## src/hdl/sws_divider.sv

```systemverilog
`timescale 1ns / 1ps
`default_nettype none
// Restoring divider, one quotient bit per cycle. Signed handling is left to
// the caller: operands here are magnitudes.
module sws_divider (
    input  wire logic        i_clk,
    input  wire logic        i_rst_n,
    input  wire logic        i_start,
    input  wire logic [63:0] i_dividend,
    input  wire logic [6:0]  i_divisor,
    output logic             o_busy,
    output logic [63:0]      o_quotient
);
    logic [63:0] r_quo, n_quo;
    logic [7:0]  r_rem, n_rem;
    logic [6:0]  r_cnt, n_cnt;
    logic [6:0]  r_div;
    logic        r_busy, n_busy;
    logic [7:0]  w_trial;

    always_comb begin
        n_quo = r_quo;
        n_rem = r_rem;
        n_cnt = r_cnt;
        n_busy = r_busy;
        w_trial = {r_rem[6:0], r_quo[63]};
        if (i_start) begin
            n_quo = i_dividend;
            n_rem = '0;
            n_cnt = 7'd64;
            n_busy = 1'b1;
        end else if (r_busy) begin
            if (w_trial >= {1'b0, r_div}) begin
                n_rem = w_trial - {1'b0, r_div};
                n_quo = {r_quo[62:0], 1'b1};
            end else begin
                n_rem = w_trial;
                n_quo = {r_quo[62:0], 1'b0};
            end
            n_cnt = r_cnt - 7'd1;
            if (r_cnt == 7'd1) begin
                n_busy = 1'b0;
            end
        end
    end

    always_ff @(posedge i_clk) begin
        if (!i_rst_n) begin
            r_busy <= 1'b0;
            r_cnt <= '0;
        end else begin
            r_busy <= n_busy;
            r_cnt <= n_cnt;
        end
        r_quo <= n_quo;
        r_rem <= n_rem;
        if (i_start) begin
            r_div <= i_divisor;
        end
    end

    assign o_busy = r_busy;
    assign o_quotient = r_quo;
endmodule
`default_nettype wire

```

## config.mk

```make
export PLATFORM = sky130hd
export DESIGN_NAME = sws_divider
export DESIGN_NICKNAME = d
export VERILOG_FILES = /design/src/hdl/sws_divider.sv
export SDC_FILE = /design/constraint.sdc
export NUM_CORES = 1
export LEC_CHECK = 0
export BUFFER_PORTS_ARGS = -buffer_cell sky130_fd_sc_hd__buf_2
export CAP_MARGIN = 20
export CELL_PAD_IN_SITES_DETAIL_PLACEMENT = 0
export CELL_PAD_IN_SITES_GLOBAL_PLACEMENT = 1
export CORE_MARGIN = 5
export CORE_UTILIZATION = 36
export DETAILED_ROUTE_END_ITERATION = 16
export GPL_TIMING_DRIVEN = 0
export PLACE_DENSITY_LB_ADDON = 0.1
export SETUP_SLACK_MARGIN = 0.3
export SYNTH_ARGS = -nofsm -noshare
export SYNTH_HDL_FRONTEND = slang
export SYNTH_SLANG_ARGS = --single-unit
```

## constraint.sdc

```tcl
create_clock -name i_clk -period 2.4 [get_ports i_clk]
set_input_delay 0.24 -clock i_clk [delete_from_list [all_inputs] [get_ports i_clk]]
set_output_delay 0.24 -clock i_clk [all_outputs]
set_load 0.01 [all_outputs]
```

==> metrics.txt, run 1 <==
Synth Net Count 357; PD cells 699.4 mW/mm^2; total negative slack 0 ns; Synth Warn # 0; endpoint class of the critical path register; H-tree lvl count 3; initial antenna violation count 0; CTS Buffer Depth 2; Die X-Extent 114.7 um; area of the multi-input gates between 0.0015 and 0.002 mm^2; Logic pwr share 20.6%; # DRC 0; Hold Crit Depth 1; routability cong. 0.7443; number of top-level pins 139; RSZ-0062 raised after global routing yes; Mapped Avg Cell Area 14.45 um^2; DRT iter0 DRCs 66; sequential share of power between 50 and 60%; Post-CTS Hold Buffers 0; final setup fails 0; Max Fanout on Critical Path 4; antenna viol nets, final 0; # Max-Cap Violations 0; peak supply drop between 200 and 300 uV; Clock Root Buffer clkbuf_8; Slew Limit Fails 0; Die Y between 100 and 150 um; sequential area share after synthesis 61.68%; Critical Path Source Type register; fin cells 576; total power 3.584 mW; die area approximately 0.013 mm^2; CP required roughly 2.7 ns; fmax 450.1 MHz; initial core utilization about 37%; Worst Max-Slew Pin Slew 0.5337 ns; Clock Skew between 0.007 and 0.008 ns; Leak Pwr about 2.1 nW; first-pass GRT wire length 14,770 um; Yosys cell types 40; clock network power share 27.1%; critical path class register to register; clk slew on worst S/H paths 0.08 ns; WL/cell 16.31 um; hpwl dp 6562 um; Hold Path Class primary input to register; clock tree from TritonCTS built; vias 2,788; Pint about 2.6 mW; relative slew slack 63.92%; Final nets 516; Num Clock Sinks 86; Cell Rows 38; drt total wl 9396 um; P_sw approximately 0.96 mW; Sw Ratio 26.80%; Tmin final around 2.2 ns; final hold vios 0; period utilization between 90 and 100%; register area 0.002432 mm^2; Worst Hold Margin a little under 0.06 ns; critical path arrival between 2 and 2.5 ns; first drt pass iteration count 4; Post-Syn Instances 273; largest net degree at the start of global routing 17; Area Growth Syn to Fin 29.95%; Clock Latency Late Sink 0.36 ns; IO Port Bufs ~140; Reg2Reg Depth 9; fillers approximately 1,000; n_diodes 0; Overflow after GRT 0; status finished, final reports clean; flops & latches, synth 86; core area 0.01079 mm^2; vias in the first global route 2,921; Cell Area, Synth 0.003944 mm^2; layout cells sized above 1 56.65%; placed cells about 550; Total GRT Usage 14.69%; Num CTS Buffers 9; vias per cell 4.840
==> layer usage <==
layer / GRT usage (%) / vias up / wire length, um
met5: 0 / - / 0
met4: 6.017 / 0 / 148
met3: 6.554 / 12 / 842
met2: 22.39 / 76 / 4506
met1: 18.12 / 1351 / 3898
li1: - / 1349 / -
==> stage by stage <==
| step | worst slack, ns | area, um^2 | utilization, % |
|---|---|---|---|
| after detailed placement | -0.4224 | 4825 | 44.70 |
| final | 0.1782 | 5125 | 47.48 |
| after global routing | 0.09056 | 5125 | 47.48 |
| after floorplan | 0.2546 | 3959 | - |
| after global placement | -0.3913 | 4825 | 44.70 |
| after CTS | 0.1995 | 5069 | 46.96 |
==> path summary, 6_finish.rpt <==
kind | start | to | slack, ns
setup / recovery | o_quotient[63] | r_rem[6] | 0.18
hold reg to reg | r_rem[6] | r_rem[6] | 0.50
hold / removal | i_divisor[2] | r_div[2] | 0.06
setup reg to reg | o_quotient[63] | r_rem[6] | 0.18
==> cells by family (layout without fill, tap and decap cells) <==
logic type,Yosys count,count (layout),share of synthesized area [%]
DFF,86,86,61.68
adders and majority gates,10,10,3.363
muxes,65,65,18.53
AOI/OAI and AO/OA,22,22,4.442
xor gates and xnor gates,6,6,1.332
and+or+nand+nor,61,64,8.440
buffers and inverters,23,183,2.220
==> cell usage in the layout (no fill, tap or decap), types with 2 or more instances in the layout <==
master / instances
a21oi_1: 5
a311oi_1: 2
a311oi_2: 3
buf_1: 2
buf_2: 141
buf_4: 7
clkbuf_1: 6
clkbuf_8: 9
clkinv_1: 3
dfxtp_1: 15
edfxtp_1: 71
ha_1: 7
ha_2: 2
inv_1: 12
mux2_2: 64
nand2_1: 9
nand2_2: 2
nand2b_1: 4
nand3_1: 2
nand3_2: 2
nor2_1: 19
nor3_1: 2
nor3b_1: 3
nor4b_1: 2
o21ai_0: 3
or2_4: 3
or3_1: 3
or3_4: 2
xnor2_1: 4
xor2_1: 2
==> flip-flops by register name (all words and copies together), names as in the netlist <==
signal and cells:
o_busy 1, o_quotient 64, r_cnt 7, r_div 7
r_rem 7
==> power groups by stage <==
stage	clock (mW)	sequential, mW	combinational [mW]
after global routing	1.08	1.90	0.816
final	0.973	1.88	0.737
after global placement	0	1.91	0.668
after detailed placement	0	1.91	0.675
after floorplan	0	1.96	0.355
after CTS	1.01	1.88	0.718
==> cell type report <==
| cell class | instances | share of cell area, % |
|---|---|---|
| repair buffers | 145 | 14.50 |
| flip-flops and latches | 86 | 47.46 |
| clock inverters | 6 | 1.050 |
| well taps | 140 | 3.418 |
| multi-input cells | 167 | 29.39 |
| plain buffers | 11 | 0.8789 |
| inverters | 12 | 0.8789 |
| clock buffers | 9 | 2.417 |
==> cells in the mapped netlist, drive strengths merged <==
| master | count | area share (%) |
|---|---|---|
| buf | 5 | 0.51 |
| nand2 | 11 | 1.0 |
| nor2 | 20 | 2.0 |
| a31oi | 1 | 0.16 |
| nor4b | 3 | 0.67 |
| fa | 1 | 0.51 |
| o21a | 1 | 0.19 |
| or2 | 1 | 0.16 |
| clkbuf | 6 | 0.57 |
| inv | 12 | 1.1 |
| edfxtp | 71 | 54 |
| nand2b | 5 | 0.79 |
| o21ai | 4 | 0.51 |
| ha | 9 | 2.9 |
| nor4 | 1 | 0.16 |
| nor3 | 3 | 0.67 |
| nand3 | 4 | 0.63 |
| dfxtp | 15 | 7.6 |
| a21oi | 5 | 0.63 |
| nand4 | 1 | 0.16 |
| or3 | 5 | 0.79 |
| nand4b | 1 | 0.22 |
| nor2b | 1 | 0.16 |
| a211oi | 3 | 0.89 |
| xor2 | 2 | 0.44 |
| nor3b | 3 | 0.57 |
| mux2 | 64 | 18 |
| o31ai | 1 | 0.19 |
| or4b | 1 | 0.25 |
| mux2i | 1 | 0.25 |
| xnor2 | 4 | 0.89 |
| o311ai | 2 | 0.44 |
| a311oi | 5 | 1.4 |
| nand3b | 1 | 0.19 |
==> worst max-delay path, cell delays in order, from the launching register on <==
cell and delay, ns:
edfxtp_1 0.41, inv_1 0.07, ha_2 0.18, fa_2 0.34, nand2b_4 0.17, buf_4 0.14, a21oi_1 0.24, nor3b_1 0.24
o31ai_1 0.10, a311oi_1 0.24
==> what timing repair did <==
item | 4_1_cts | 5_1_grt
pin swaps | 7 | 2
setup buffers | 3 | 4
cloned | 3 | 0
gates resized for setup | 8 | 7
endpoints found under the setup margin | 72 | 40
(Power assumes the default switching activity.)
==> run 2: changes to the inputs <==
--- a/config.mk
+++ b/config.mk
@@ -14,6 +14,7 @@
 export DETAILED_ROUTE_END_ITERATION = 16
 export GPL_TIMING_DRIVEN = 0
 export PLACE_DENSITY_LB_ADDON = 0.1
+export REMOVE_ABC_BUFFERS = 1
 export SETUP_SLACK_MARGIN = 0.3
 export SYNTH_ARGS = -nofsm -noshare
 export SYNTH_HDL_FRONTEND = slang
==> metrics.txt, run 2 (synthesis results as in run 1) <==
CP required 2.65 ns (-0.02 ns); n_diodes 0 (unchanged); Die X-Extent 114.7 um (unchanged); IO Port Bufs 138 (unchanged); Slew Limit Fails 0 (unchanged); final setup fails 0 (unchanged); Post-CTS Hold Buffers 0 (unchanged); Clock Latency Late Sink 0.36 ns (about the same); commonest non-fill, non-tap cell in the layout buf_2; Hold Crit Start i_divisor[0]; first drt pass iteration count 4 (unchanged); core area 0.01079 mm^2 (unchanged); Worst Max-Slew Pin Slew 0.8999 ns (+0.3662 ns); Hold Path Class primary input to register; Total GRT Usage 14.16% (-0.53 points); metal3 WL 916 um (+8.8%); top sig layer met5; largest net degree at the start of global routing 60 (+43); vias in the first global route 2,864 (-2.0%); layout cells sized above 1 58.59% (+1.9 points); Final nets 504 (-2.3%); Tmin final 2.147 ns (-0.07461 ns); initial antenna violation count 1 (+1); Num CTS Buffers 9 (unchanged); H-tree lvl count 3 (unchanged); Clock Skew 0.008458 ns (+0.001439 ns); antenna viol nets, final 0 (unchanged); hpwl dp 6396 um (-2.5%); WL/cell 15.94 um (-2.3%); total power 3.665 mW (+2.3%); endpoint class of the critical path register; initial core utilization 36.54% (unchanged); critical path arrival 2.40 ns (-0.09 ns); vias 2,667 (-4.3%); first-pass GRT wire length 14,300 um (-3.2%); DRT iter0 DRCs 89 (+35%); PD cells 711.5 mW/mm^2 (+1.7%); period utilization 89.47% (-3.1 points); Hold EP r_div[0]; Cell Rows 38 (unchanged); wire length on met2 4376 um (-2.9%); final core occ 47.73% (+0.24 points); Max Fanout on Critical Path 6 (+2); Die Y 114.7 um (unchanged); final hold vios 0 (unchanged); reg2reg start r_div[0]; relative slew slack 39.92% (-24 points); number of top-level pins 139 (unchanged); clock tree from TritonCTS built; Hold Crit Depth 1 (unchanged); clk slew on worst S/H paths 0.08 ns (about the same); routability cong. 0.7367 (-1.0%); # DRC 0 (unchanged); Clock Root Buffer clkbuf_8; Overflow after GRT 0 (unchanged); fmax 465.7 MHz (+3.5%); most frequent cells in the layout buf_2 (137), edfxtp_1 (71), mux2_2 (64), nor2_1 (18), dfxtp_1 (15); CTS Buffer Depth 2 (unchanged); Reg2Reg Depth 7 (-2); r2r setup slk 0.25 ns (+0.07 ns); Critical Path Source Type register; RSZ-0062 raised after global routing yes; die area 0.01315 mm^2 (unchanged); total negative slack 0 ns (unchanged); critical path class register to register; Leak Pwr 2.089 nW (+0.57%); reg2reg end r_rem[0]; Largest register FFs 64 (unchanged); Metal-1 WL 3603 um (-7.6%); peak supply drop 533.7 uV (+110%); Area Growth Syn to Fin 30.62%; fillers 993 (-0.40%); drt total wl 9008 um (-4.1%); status finished, final reports clean; # Max-Cap Violations 0 (unchanged); placed cells 542 (-1.6%); vias per cell 4.720 (-2.5%); Num Clock Sinks 86 (unchanged); fin cells 565 (-1.9%)
[run 2: cell types whose count changed in the layout (fill, tap and decap cells not counted), moves of 2 or more]
cell,before,now
clkinv_1,3,0
buf_16,0,2
clkbuf_1,6,0
inv_6,0,2
buf_2,141,137
or2_4,3,1
buf_1,2,0
[run 2: final cells by class]
cell class / instances / area, um^2 / share of cell area, %
clock inverter: 6 / 68.82 / 1.336
inverter: 12 / 45.04 / 0.8744
timing repair buffer: 147 / 800.8 / 15.55
clock buffer: 10 / 137.6 / 2.672
multi-input combinational: 164 / 1491 / 28.95
sequential: 86 / 2432 / 47.22
tap: 140 / 175.2 / 3.401
[run 2: critical path: stages (launching register included)]
cell and delay, ns:
edfxtp_1 0.38, ha_2 0.21, fa_2 0.34, nand2b_4 0.16
a211oi_4 0.27, nor3_4 0.10, or4b_1 0.47, o311ai_0 0.11
[run 2: worst max path at each step]
stage                     cells after the start      startpoint             end  slack [ns]
after floorplan                               8  o_quotient[63]        r_rem[3]        0.14
after global placement                        2         i_start  o_quotient[27]       -1.11
after detailed placement                      8  o_quotient[63]        r_rem[4]        0.02
after CTS                                     7        r_div[0]        r_rem[4]        0.22
after global routing                          8  o_quotient[63]        r_rem[4]        0.17
final                                         7        r_div[0]        r_rem[0]        0.25
[run 2: stage by stage]
step                      setup slack [ns]  area (um^2)  hold WS, ns
after floorplan                     0.1366         3901       0.3079
after global placement              -1.109         4767       0.4175
after detailed placement           0.01618         4827       0.4184
after CTS                           0.2234         5104      0.01634
after global routing                0.1677         5151      0.02030
final                               0.2528         5151      0.04856
[run 2: power by group]
part | internal (mW) | switching, mW
logic | 0.363 | 0.360
clock network | 0.517 | 0.545
registers | 1.80 | 0.0845
total | 2.68 | 0.989
[run 2: repair_timing]
action                     4_1_cts  5_1_grt
resized for setup                9        8
pin swaps                        9        5
setup buffers                    5        2
setup endpoints to repair        8        8
[run 2: layer usage]
| layer | vias up | global-route usage (%) |
|---|---|---|
| met2 | 77 | 23.21 |
| met5 | - | 0 |
| met1 | 1263 | 15.72 |
| li1 | 1315 | - |
| met3 | 10 | 8.351 |
| met4 | 2 | 3.563 |
